### src/rtl/dchs_pkg.sv
`default_nettype none

package dchs_pkg;

  // field widths
  localparam int unsigned BYTES_W = 41;
  localparam int unsigned CYL_W   = 16;
  localparam int unsigned HEAD_W  = 5;
  localparam int unsigned SPT_W   = 8;

  // sector count after clamp fits in 28 bits
  localparam int unsigned SECT_W  = 28;
  localparam int unsigned SECTOR_SHIFT = 9;

  localparam logic [SECT_W-1:0] MAX_SECTORS = SECT_W'(64'd65535 * 64'd16 * 64'd255);
  localparam logic [SECT_W-1:0] BIG_SECTORS = SECT_W'(64'd65535 * 64'd16 * 64'd63);

  // sectors-per-track codes
  localparam logic [SPT_W-1:0] SPT_17  = 8'd17;
  localparam logic [SPT_W-1:0] SPT_31  = 8'd31;
  localparam logic [SPT_W-1:0] SPT_63  = 8'd63;
  localparam logic [SPT_W-1:0] SPT_255 = 8'd255;

  localparam logic [HEAD_W-1:0] HEADS_MIN = 5'd4;
  localparam logic [HEAD_W-1:0] HEADS_MAX = 5'd16;

  // reciprocal constants for the divide by sectors-per-track
  localparam int unsigned RECIP_W  = 30;
  localparam int unsigned SHIFT17  = 33;
  localparam int unsigned SHIFT31  = 33;
  localparam int unsigned SHIFT63  = 34;
  localparam int unsigned SHIFT255 = 36;
  localparam logic [RECIP_W-1:0] RECIP17  =
    RECIP_W'(((64'd1 << SHIFT17) + 64'd16) / 64'd17);
  localparam logic [RECIP_W-1:0] RECIP31  =
    RECIP_W'(((64'd1 << SHIFT31) + 64'd30) / 64'd31);
  localparam logic [RECIP_W-1:0] RECIP63  =
    RECIP_W'(((64'd1 << SHIFT63) + 64'd62) / 64'd63);
  localparam logic [RECIP_W-1:0] RECIP255 =
    RECIP_W'(((64'd1 << SHIFT255) + 64'd254) / 64'd255);

  // quotient widths
  localparam int unsigned Q17_W  = 24;
  localparam int unsigned Q31_W  = 23;
  localparam int unsigned Q63_W  = 22;
  localparam int unsigned Q255_W = 20;

  // cylinders-times-heads after selection
  localparam int unsigned CTH_W      = 20;
  localparam int unsigned CTH_LO_W   = 14;
  localparam int unsigned TRACK_LIM  = 16384;

  // reciprocal of the head count, scaled by 2^19
  localparam int unsigned HRECIP_W     = 18;
  localparam int unsigned HRECIP_SHIFT = 19;

  typedef struct packed {
    logic [Q17_W-1:0]  q17;
    logic [Q31_W-1:0]  q31;
    logic [Q63_W-1:0]  q63;
    logic [Q255_W-1:0] q255;
    logic              big;
  } dchs_quot_t;

  typedef struct packed {
    logic [CTH_W-1:0]  cth;
    logic [HEAD_W-1:0] heads;
    logic [SPT_W-1:0]  spt;
  } dchs_sel_t;

  function automatic logic [HRECIP_W-1:0] head_recip(input logic [HEAD_W-1:0] h);
    logic [HRECIP_W-1:0] r;
    case (h)
      5'd4:    r = 18'd131072;
      5'd5:    r = 18'd104858;
      5'd6:    r = 18'd87382;
      5'd7:    r = 18'd74899;
      5'd8:    r = 18'd65536;
      5'd9:    r = 18'd58255;
      5'd10:   r = 18'd52429;
      5'd11:   r = 18'd47663;
      5'd12:   r = 18'd43691;
      5'd13:   r = 18'd40330;
      5'd14:   r = 18'd37450;
      5'd15:   r = 18'd34953;
      5'd16:   r = 18'd32768;
      default: r = '0;
    endcase
    return r;
  endfunction

endpackage

`default_nettype wire

### src/rtl/disk_chs_geometry.sv
`default_nettype none

// channel  | direction | handshake             | payload
// ---------+-----------+-----------------------+------------------------------------------
// in       | input     | in_valid_i/in_ready_o | disk_bytes_i (41b)
// out      | output    | out_valid_o/out_ready_i | cylinder_count_o, head_count_o,
//          |           |                       | sectors_per_track_o
//
// one word in per cycle, one word out per cycle, while the output does not stall;
// each word passes through four register stages in turn
// (clamp, constant divides, geometry select, head divide with output register)
// the four sector-per-track divides share one stage, set by its multipliers
// reset clears only the stage valid bits; data registers hold no reset
// a stall on the output holds every full stage; bubbles still close up

module disk_chs_geometry (
  input  wire logic                          clk_i,
  input  wire logic                          rst_ni,
  input  wire logic                          in_valid_i,
  output logic                               in_ready_o,
  input  wire logic [dchs_pkg::BYTES_W-1:0]  disk_bytes_i,
  output logic                               out_valid_o,
  input  wire logic                          out_ready_i,
  output logic [dchs_pkg::CYL_W-1:0]         cylinder_count_o,
  output logic [dchs_pkg::HEAD_W-1:0]        head_count_o,
  output logic [dchs_pkg::SPT_W-1:0]         sectors_per_track_o
);

  // stage links
  logic                  div_valid, div_ready;
  dchs_pkg::dchs_quot_t  div_quot;
  logic                  sel_valid, sel_ready;
  dchs_pkg::dchs_sel_t   sel_word;

  // sector count, clamp and the divides by 17, 31, 63 and 255
  dchs_divide u_divide (
    .clk_i        (clk_i),
    .rst_ni       (rst_ni),
    .valid_i      (in_valid_i),
    .ready_o      (in_ready_o),
    .disk_bytes_i (disk_bytes_i),
    .valid_o      (div_valid),
    .ready_i      (div_ready),
    .quot_o       (div_quot)
  );

  // pick sectors per track and heads: 255 for big disks, else falling back 17 -> 31 -> 63
  dchs_select u_select (
    .clk_i   (clk_i),
    .rst_ni  (rst_ni),
    .valid_i (div_valid),
    .ready_o (div_ready),
    .quot_i  (div_quot),
    .valid_o (sel_valid),
    .ready_i (sel_ready),
    .sel_o   (sel_word)
  );

  // cylinders = cth / heads, registered as the result word
  dchs_cyl u_cyl (
    .clk_i               (clk_i),
    .rst_ni              (rst_ni),
    .valid_i             (sel_valid),
    .ready_o             (sel_ready),
    .sel_i               (sel_word),
    .valid_o             (out_valid_o),
    .ready_i             (out_ready_i),
    .cylinder_count_o    (cylinder_count_o),
    .head_count_o        (head_count_o),
    .sectors_per_track_o (sectors_per_track_o)
  );

endmodule

`default_nettype wire

### src/rtl/dchs_divide.sv
`default_nettype none

module dchs_divide (
  input  wire logic                              clk_i,
  input  wire logic                              rst_ni,
  input  wire logic                              valid_i,
  output logic                                   ready_o,
  input  wire logic [dchs_pkg::BYTES_W-1:0]      disk_bytes_i,
  output logic                                   valid_o,
  input  wire logic                              ready_i,
  output dchs_pkg::dchs_quot_t                   quot_o
);

  localparam int unsigned PROD_W = dchs_pkg::SECT_W + dchs_pkg::RECIP_W;

  logic                          v1_q, v2_q;
  logic                          en1, en2;
  logic [dchs_pkg::SECT_W-1:0]   sect_d, sect_q;
  logic [dchs_pkg::BYTES_W-dchs_pkg::SECTOR_SHIFT-1:0] raw_sect;
  logic [PROD_W-1:0]             p17, p31, p63, p255;
  dchs_pkg::dchs_quot_t          quot_d, quot_q;

  assign en2     = !v2_q || ready_i;
  assign en1     = !v1_q || en2;
  assign ready_o = en1;

  // sector count with clamp
  assign raw_sect = disk_bytes_i[dchs_pkg::BYTES_W-1:dchs_pkg::SECTOR_SHIFT];
  always_comb begin
    if (raw_sect > {4'd0, dchs_pkg::MAX_SECTORS}) begin
      sect_d = dchs_pkg::MAX_SECTORS;
    end else begin
      sect_d = raw_sect[dchs_pkg::SECT_W-1:0];
    end
  end

  // four constant divides in parallel
  assign p17  = PROD_W'(sect_q) * PROD_W'(dchs_pkg::RECIP17);
  assign p31  = PROD_W'(sect_q) * PROD_W'(dchs_pkg::RECIP31);
  assign p63  = PROD_W'(sect_q) * PROD_W'(dchs_pkg::RECIP63);
  assign p255 = PROD_W'(sect_q) * PROD_W'(dchs_pkg::RECIP255);

  always_comb begin
    quot_d.q17  = p17[dchs_pkg::SHIFT17 +: dchs_pkg::Q17_W];
    quot_d.q31  = p31[dchs_pkg::SHIFT31 +: dchs_pkg::Q31_W];
    quot_d.q63  = p63[dchs_pkg::SHIFT63 +: dchs_pkg::Q63_W];
    quot_d.q255 = p255[dchs_pkg::SHIFT255 +: dchs_pkg::Q255_W];
    quot_d.big  = (sect_q >= dchs_pkg::BIG_SECTORS);
  end

  always_ff @(posedge clk_i or negedge rst_ni) begin
    if (!rst_ni) begin
      v1_q <= 1'b0;
      v2_q <= 1'b0;
    end else begin
      if (en1) v1_q <= valid_i;
      if (en2) v2_q <= v1_q;
    end
  end

  always_ff @(posedge clk_i) begin
    if (en1 && valid_i) sect_q <= sect_d;
    if (en2 && v1_q)    quot_q <= quot_d;
  end

  assign valid_o = v2_q;
  assign quot_o  = quot_q;

endmodule

`default_nettype wire

### src/rtl/dchs_select.sv
`default_nettype none

module dchs_select (
  input  wire logic                 clk_i,
  input  wire logic                 rst_ni,
  input  wire logic                 valid_i,
  output logic                      ready_o,
  input  wire dchs_pkg::dchs_quot_t quot_i,
  output logic                      valid_o,
  input  wire logic                 ready_i,
  output dchs_pkg::dchs_sel_t       sel_o
);

  localparam int unsigned SUM_W = dchs_pkg::Q17_W + 1;
  localparam int unsigned HC_W  = SUM_W - 10;

  logic                  v_q, en;
  logic [SUM_W-1:0]      sum17;
  logic [HC_W-1:0]       hc, h17;
  logic                  fail17, fail31;
  dchs_pkg::dchs_sel_t   sel_d, sel_q;

  assign en      = !v_q || ready_i;
  assign ready_o = en;

  // heads for 17 sectors: ceil(cth / 1024), at least four
  assign sum17 = SUM_W'(quot_i.q17) + SUM_W'(1023);
  assign hc    = sum17[SUM_W-1:10];
  assign h17   = (hc < HC_W'(dchs_pkg::HEADS_MIN)) ? HC_W'(dchs_pkg::HEADS_MIN) : hc;

  assign fail17 = (SUM_W'(quot_i.q17) >= {h17, 10'd0}) ||
                  (h17 > HC_W'(dchs_pkg::HEADS_MAX));
  assign fail31 = (quot_i.q31 >= dchs_pkg::Q31_W'(dchs_pkg::TRACK_LIM));

  always_comb begin
    if (quot_i.big) begin
      sel_d.spt   = dchs_pkg::SPT_255;
      sel_d.heads = dchs_pkg::HEADS_MAX;
      sel_d.cth   = quot_i.q255;
    end else if (!fail17) begin
      sel_d.spt   = dchs_pkg::SPT_17;
      sel_d.heads = h17[dchs_pkg::HEAD_W-1:0];
      sel_d.cth   = dchs_pkg::CTH_W'(quot_i.q17[dchs_pkg::CTH_LO_W-1:0]);
    end else if (!fail31) begin
      sel_d.spt   = dchs_pkg::SPT_31;
      sel_d.heads = dchs_pkg::HEADS_MAX;
      sel_d.cth   = dchs_pkg::CTH_W'(quot_i.q31[dchs_pkg::CTH_LO_W-1:0]);
    end else begin
      // below the big-disk bound so the quotient fits 20 bits
      sel_d.spt   = dchs_pkg::SPT_63;
      sel_d.heads = dchs_pkg::HEADS_MAX;
      sel_d.cth   = quot_i.q63[dchs_pkg::CTH_W-1:0];
    end
  end

  always_ff @(posedge clk_i or negedge rst_ni) begin
    if (!rst_ni) begin
      v_q <= 1'b0;
    end else if (en) begin
      v_q <= valid_i;
    end
  end

  always_ff @(posedge clk_i) begin
    if (en && valid_i) sel_q <= sel_d;
  end

  assign valid_o = v_q;
  assign sel_o   = sel_q;

endmodule

`default_nettype wire

### src/rtl/dchs_cyl.sv
`default_nettype none

module dchs_cyl (
  input  wire logic                          clk_i,
  input  wire logic                          rst_ni,
  input  wire logic                          valid_i,
  output logic                               ready_o,
  input  wire dchs_pkg::dchs_sel_t           sel_i,
  output logic                               valid_o,
  input  wire logic                          ready_i,
  output logic [dchs_pkg::CYL_W-1:0]         cylinder_count_o,
  output logic [dchs_pkg::HEAD_W-1:0]        head_count_o,
  output logic [dchs_pkg::SPT_W-1:0]         sectors_per_track_o
);

  localparam int unsigned PROD_W = dchs_pkg::CTH_LO_W + dchs_pkg::HRECIP_W;

  logic                          v_q, en;
  logic [PROD_W-1:0]             prod;
  logic [dchs_pkg::CYL_W-1:0]    cyl_d, cyl_q;
  logic [dchs_pkg::HEAD_W-1:0]   heads_q;
  logic [dchs_pkg::SPT_W-1:0]    spt_q;

  assign en      = !v_q || ready_i;
  assign ready_o = en;

  // divide by head count through a scaled reciprocal, exact for cth below 2^14
  assign prod = PROD_W'(sel_i.cth[dchs_pkg::CTH_LO_W-1:0]) *
                PROD_W'(dchs_pkg::head_recip(sel_i.heads));

  always_comb begin
    if (sel_i.heads == dchs_pkg::HEADS_MAX) begin
      cyl_d = sel_i.cth[dchs_pkg::CTH_W-1:4];
    end else begin
      cyl_d = dchs_pkg::CYL_W'(prod[PROD_W-1:dchs_pkg::HRECIP_SHIFT]);
    end
  end

  always_ff @(posedge clk_i or negedge rst_ni) begin
    if (!rst_ni) begin
      v_q <= 1'b0;
    end else if (en) begin
      v_q <= valid_i;
    end
  end

  always_ff @(posedge clk_i) begin
    if (en && valid_i) begin
      cyl_q   <= cyl_d;
      heads_q <= sel_i.heads;
      spt_q   <= sel_i.spt;
    end
  end

  assign valid_o             = v_q;
  assign cylinder_count_o    = cyl_q;
  assign head_count_o        = heads_q;
  assign sectors_per_track_o = spt_q;

endmodule

`default_nettype wire

### config.mk
export PLATFORM = sky130hd
export DESIGN_NAME = disk_chs_geometry
export DESIGN_NICKNAME = d
export VERILOG_FILES = /design/src/rtl/dchs_pkg.sv /design/src/rtl/disk_chs_geometry.sv /design/src/rtl/dchs_divide.sv /design/src/rtl/dchs_select.sv /design/src/rtl/dchs_cyl.sv
export SDC_FILE = /design/constraint.sdc
export NUM_CORES = 2
export LEC_CHECK = 0
export BUFFER_PORTS_ARGS = -buffer_cell sky130_fd_sc_hd__buf_2
export CAP_MARGIN = 40
export CORE_ASPECT_RATIO = 1.1
export CORE_MARGIN = 2
export CORE_UTILIZATION = 60
export CTS_BUF_LIST = sky130_fd_sc_hd__clkbuf_8
export CTS_CLUSTER_DIAMETER = 50
export CTS_CLUSTER_SIZE = 25
export DETAILED_ROUTE_END_ITERATION = 10
export GPL_ROUTABILITY_DRIVEN = 0
export PLACE_DENSITY = 0.84
export SYNTH_ARGS = -nofsm -noshare
export SYNTH_HDL_FRONTEND = slang
export SYNTH_SLANG_ARGS = --single-unit
### constraint.sdc
create_clock -name clk_i -period 9.5 [get_ports clk_i]
set_input_delay 0.475 -clock clk_i [delete_from_list [all_inputs] [get_ports clk_i]]
set_output_delay 0.475 -clock clk_i [all_outputs]
set_load 0.02 [all_outputs]
; ---- Yosys cells after proc, flatten, opt, wreduce, memory -nomap -nowiden
; Memories as Yosys holds them, arrays and structs flattened. A register that Yosys moved wholly into a read port is not among the register bits.
; Cells that the tools add are included.
; W data, S select, Z words.
[word_totals]
output_inout_bits = 31
reg_bits = 182
mem_bits_ro = 576
mem_count = 1
input_bits = 45
latch_bits = 0
elab_cells = 54
mem_bits_rw = 0
[classes]
n_bitwise = 1
multipliers = 5
n_div = 0
n_eq_ne = 1
reduce_logical = 14
addsub = 1
muxes = 7
magnitude_cmp = 6
shifts = 0
[memory_table]
columns = name, words, width, read_ports, rd_ports_with_merged_regs, wr, line_no
row1 = (no name shown), 32, 18, 1, 1, 0, dchs_pkg.sv:73  ; case (h)
[op_table]
columns = operator, count
row1 = $mul A28 B29 Y56 const B, 2
row2 = $mux W33, 3
row3 = $mul A28 B29 Y57 const B, 1
row4 = $mul A28 B29 Y54 const B, 1
row5 = $gt A32 B28 Y1 const B, 1
row6 = $mul A14 B18 Y32, 1
row7 = $ge A28 B26 Y1 const B, 1
row8 = $add A24 B10 Y25 const B, 1
row9 = $ge A24 B25 Y1, 1
row10 = $ge A23 B15 Y1 const B, 1
row11 = $gt A15 B5 Y1 const B, 1
row12 = $lt A15 B3 Y1 const B, 1
row13 = $mux W15, 1
row14 = $mux W13, 1
row15 = $mux W5, 2
row16 = $eq A5 B5 Y1 const B, 1
row17 = $logic_or A1 B1 Y1, 5
row18 = $logic_and A1 B1 Y1, 4
row19 = $logic_not A1 Y1, 4
row20 = $reduce_or A2 Y1, 1
row21 = $not A1 Y1, 1

; ---- Longest topological paths before layout
[depth]
word_depth = 8
mapped_depth = 25
mapped_depth_nobuf = 25

; ---- By module
; A second synthesis with hierarchy kept.
[unflattened]
cells_unflattened = 4052
hier_area_um2 = 40334.9
[by_module_without_submodules]
columns = mod, seq_area_each_um2, cells_each, n_inst, area_per_inst_um2
row1 = dchs_divide, 3593.4, 2768, 1, 28650.0
row2 = dchs_cyl, 895.9, 1065, 1, 9462.8
row3 = dchs_select, 865.8, 219, 1, 2222.1

; ---- Least setup slack after synthesis
; Ideal clock, no wire load.
[synth_timing]
path_type = reg-to-reg
startpoint = register u_divide.sect_q[25] in the netlist's numbering
endpoint = register u_divide.quot_q (netlist bit u_divide.quot_o[87]) (data pin)
required_time_ps = 9242
setup_slack_ps = 2527
setup_ps = 258
path_buffers = 0
period_less_slack_ps = 6973
arrival_ps = 6715
stages_incl_launch_ff = 25
path_cell_list = edfxtp_1 -> fa_1 -> inv_1 -> fa_1 -> fa_1 -> inv_1 -> fa_1 -> inv_1 -> fa_1 -> inv_1 -> fa_1 -> inv_1 -> fa_1 -> inv_1 -> ha_1 -> a21oi_1 -> nor2_1 -> nor3_1 -> nand3_1 -> o311ai_1 -> o21ai_0 -> o21ai_1 -> a211oi_1 -> o41a_1 -> xor2_1
[synth_between]
elab_chain_cells = 1
[synth_rtl]
columns = element, line_no
row1 = "start, declared", dchs_divide.sv:18  ; logic [dchs_pkg::SECT_W-1:0] sect_d, sect_q;
row2 = "start signal, assigned", dchs_divide.sv:62  ; if (en1 && valid_i) sect_q <= sect_d;
row3 = $mul A28 B29 Y57, dchs_divide.sv:38  ; assign p17 = PROD_W'(sect_q) * PROD_W'(dchs_pkg::RECIP17);
row4 = net u_divide.p17[54], dchs_divide.sv:20  ; logic [PROD_W-1:0] p17, p31, p63, p255;
row5 = "end signal, assigned", dchs_divide.sv:63  ; if (en2 && v1_q) quot_q <= quot_d;
row6 = "end, declared", dchs_divide.sv:21  ; dchs_pkg::dchs_quot_t quot_d, quot_q;
; The timed path passes the listed nets, and every way through them passes these cells.
; A chain may end at the register's enable or synchronous reset.

; ---- Worst setup path after layout
[layout_timing]
startpoint = register u_divide.sect_q[26] in the netlist's numbering
endpoint = register u_divide.quot_q (netlist bit u_divide.quot_o[87]) (data pin)
; The elaborated chain is that of the path after synthesis.

==> key figures <==
Status
  – Outcome: completed

Critical path
  – Slowest stage delay, CP: 880 ps
  – CP top delay family: adder cells
  – Critical path origin: u_divide.sect_q[26]
  – Worst EP required: 9800 ps
  – Most Frequent Cell on Critical Path: fa_1
  – Crit path to: u_divide.quot_o[87]
  – Worst Setup Path Type: flip-flop to flip-flop
  – Arrival time worst endpoint: 8400 ps
  – RR Startpoint: u_divide.sect_q[26]
  – CP Capture Type: flip-flop
  – R2R Setup Slk: 1400 ps
  – Crit-path max FO: 12
  – Worst setup SP type: flip-flop
  – Critical path's slowest cell: edfxtp_1
  – Buffers & Inverters on Critical Path: 6
  – Path depth of the worst reg2reg path: 24
  – Reg2reg end: u_divide.quot_o[87]
  – Critical path depth: 24
  – CP Cell Sequence: fa_1 > inv_1 > fa_1 > fa_1 > inv_1 > fa_1 > inv_1 > fa_1 > inv_1 > fa_1 > inv_1 > fa_1 > inv_1 > ha_1 > a21oi_1 > nor2_1 > nor3_1 > nand3_1 > o311ai_1 > o21ai_0 > o21ai_1 > a211oi_1 > o41a_1 > xor2_1

Global routing
  – Final global-route overflow total: 0
  – Largest net degree at the start of global routing: 66
  – Initial antenna violation count: 3
  – Number of global-route vias before repair: 30.7k
  – GRT Total Usage: 0.298
  – First-pass GRT wire length: 155,000 um

Drt
  – Antenna-violating nets left: 0
  – Via count: 28.2k
  – Initial DRC count: 2,077
  – Average vias per placed instance: 5.87
  – WL/cell: 20.1 um
  – DRC errors left: 0
  – DRT Wirelength: 96,300 um
  – DR pass1 iterations: 5

Power
  – Net Sw Frac: 0.525
  – Maximum vdd drop: 0.463 mV
  – Leakage: 21.9 nW
  – Logic gate share of total power: 0.789
  – Pint: 0.00474 W
  – Flop pwr share: 0.153
  – PD cells: 242 mW/mm2
  – Clock power share: 0.058
  – Switching power: 0.00525 W

Floorplan
  – Site Rows: 98
  – Initial Utilization: 0.606
  – Chip Width: 248 um
  – Die area: 0.0676 mm2
  – Ports: 76
  – CORE AREA: 0.0649 mm2
  – Die Height: 272 um

STA
  – RSZ-0062 raised after global routing: false
  – Fmax: 123 MHz
  – Fin crit period: 8100 ps
  – Rel. slew slack: 0.317
  – Worst Skew: 36.4 ps
  – Worst setup margin: 1400 ps
  – Final Hold Vio Count: 0
  – Endpoints failing setup: 0
  – Fin. max-slew vios: 0
  – Worst Hold Slack: 141 ps
  – Final period util: 0.853
  – Setup TNS Final: 0 ps
  – Actual slew at the worst max-slew pin: 1010 ps

Synth
  – Netlist cell types: 76
  – Post-Syn Area: 0.0393 mm2
  – Post-synth ARST share: 0.0211
  – Cell count after synthesis: 3,885
  – Main synth FF type: edfxtp_1
  – FF+latch count, synth: 190
  – Syn Area/Cell: 10.1 um2
  – Number of synthesized flops with an enable pin: 168
  – Sequential fraction of the synthesis area: 0.140
  – Synthesis Warnings: 0

Clocking
  – Num CTS Buffers: 17
  – H-tree depth: 4
  – # hold bufs at CTS: 1
  – Post-CTS sizing: 0
  – Clk sink count: 190
  – Worst skew pair latency: 560 ps
  – Clk buf depth: 2
  – Clock Pin Slew Worst Setup and Hold Paths: 130 ps
  – CTS root buf: clkbuf_8
  – Post-CTS Setup Bufs: 0
  – CTS tree: done

Flow run
  – # Max-Cap Violations: 0

Placed design
  – Detail Placement HPWL: 80,200 um
  – # port buffers: 64
  – Pre-CTS WS: 1540 ps

Finish
  – Proportion of layout cells with a drive suffix above 1: 0.0410
  – Fill count: 4,857
  – Count of nets after finishing: 5,436
  – Layout overhead on the synthesized area: 4.74%
  – Multi-input logic area: 0.0301 mm2
  – Commonest non-fill, non-tap cell in the layout: inv_1
  – Register Area: 0.00551 mm2
  – Commonest non-fill, non-tap cells in the layout: 920 x inv_1, 853 x ha_1, 601 x fa_1

Min path
  – HP Class: primary input to flip-flop
-- per-layer routing --
| layer | track usage | vias to the layer above | part of all wire |
|---|---|---|---|
| met3 | 0.0496 | 362 | 0.074 |
| met1 | 0.360 | 13900 | 0.37 |
| met2 | 0.513 | 1270 | 0.49 |
| met4 | 0.153 | 2 | 0.057 |
| met5 | 0 | - | 0.00018 |
| li1 | - | 12700 | - |
-- power by group through the flow --
stage	sequential [W]	combinational (W)	clock (W)
global route	0.00154	0.00875	0.000615
detailed placement	0.00154	0.00768	0
global placement	0.00154	0.00732	0
finish	0.00153	0.00788	0.000577
floorplan	0.00144	0.00553	0
CTS	0.00152	0.00776	0.000585
-- worst min path at each step --
stage          slack, ps  cells past startpoint        from            end
6_report             140                      2  in_valid_i  u_divide.v1_q
5_1_grt              130                      2  in_valid_i  u_divide.v1_q
4_1_cts              110                      2  in_valid_i  u_divide.v1_q
3_5_place_dp         280                      1      rst_ni  u_cyl.valid_o
3_3_place_gp         280                      1      rst_ni  u_divide.v1_q
2_1_floorplan        180                      0      rst_ni  u_cyl.valid_o
-- final cells by class --
type                            instances  area share
Sequential cell                       190       0.134
Antenna cell                            2    0.000122
Tap cell                              850      0.0258
Clock buffer                           17     0.00568
Inverter                              919      0.0838
Multi-Input combinational cell       2710       0.731
Clock inverter                         15     0.00438
Timing Repair Buffer                   99      0.0159
-- metrics by stage --
stage	cells	utilization	instance area [um2]	power [W]
3_3_place_gp	4761	0.626	40600	0.00886
2_1_floorplan	3886	-	39300	0.00697
6_report	4802	0.635	41200	0.00998
5_1_grt	4802	0.635	41200	0.0109
4_1_cts	4800	0.635	41200	0.00987
3_5_place_dp	4767	0.628	40700	0.00922
-- synth_stat cells, types with 12 or more instances --
cell        n  area [um2]
inv_1     919        3450
ha_1      853       10700
fa_1      601       12000
nand2_1   265         995
edfxtp_1  168        5040
a21oi_1   126         631
and2_1    114         713
nor2_1    105         394
o21ai_0    92         460
xnor2_1    62         543
clkbuf_1   55         206
xor2_1     47         412
a21o_1     46         345
nand3_1    46         230
nand4_1    36         225
nor3_1     32         160
nand2b_1   30         188
a211oi_1   23         173
nor2b_1    20         125
dfxtp_1    18         360
mux2i_1    17         170
and3_1     15        93.8
o21a_1     15         113
o211ai_1   13        97.6
or2_2      12        75.1
-- registers in the layout (all words and copies together), names as in the netlist, 3 cells and up, named ones only --
name / flops
u_divide.quot_o: 88
u_divide.sect_q: 28
u_select.sel_o: 28
u_cyl.cylinder_count_o: 16
u_cyl.head_count_o: 5
u_cyl.sectors_per_track_o: 3
-- cell families (layout without fill, tap and decap cells) --
logic type	count (synthesis)	in the layout	synth area share
compound gates	417	417	0.0697
simple gates	706	706	0.0877
buf+inv	986	1050	0.0949
flops	190	190	0.140
mux	22	22	0.00576
fa+ha+maj	1454	1454	0.578
xor+xnor	109	109	0.0243
other cells	1	4	0.0000954
Power figures use the tool's default switching activity.
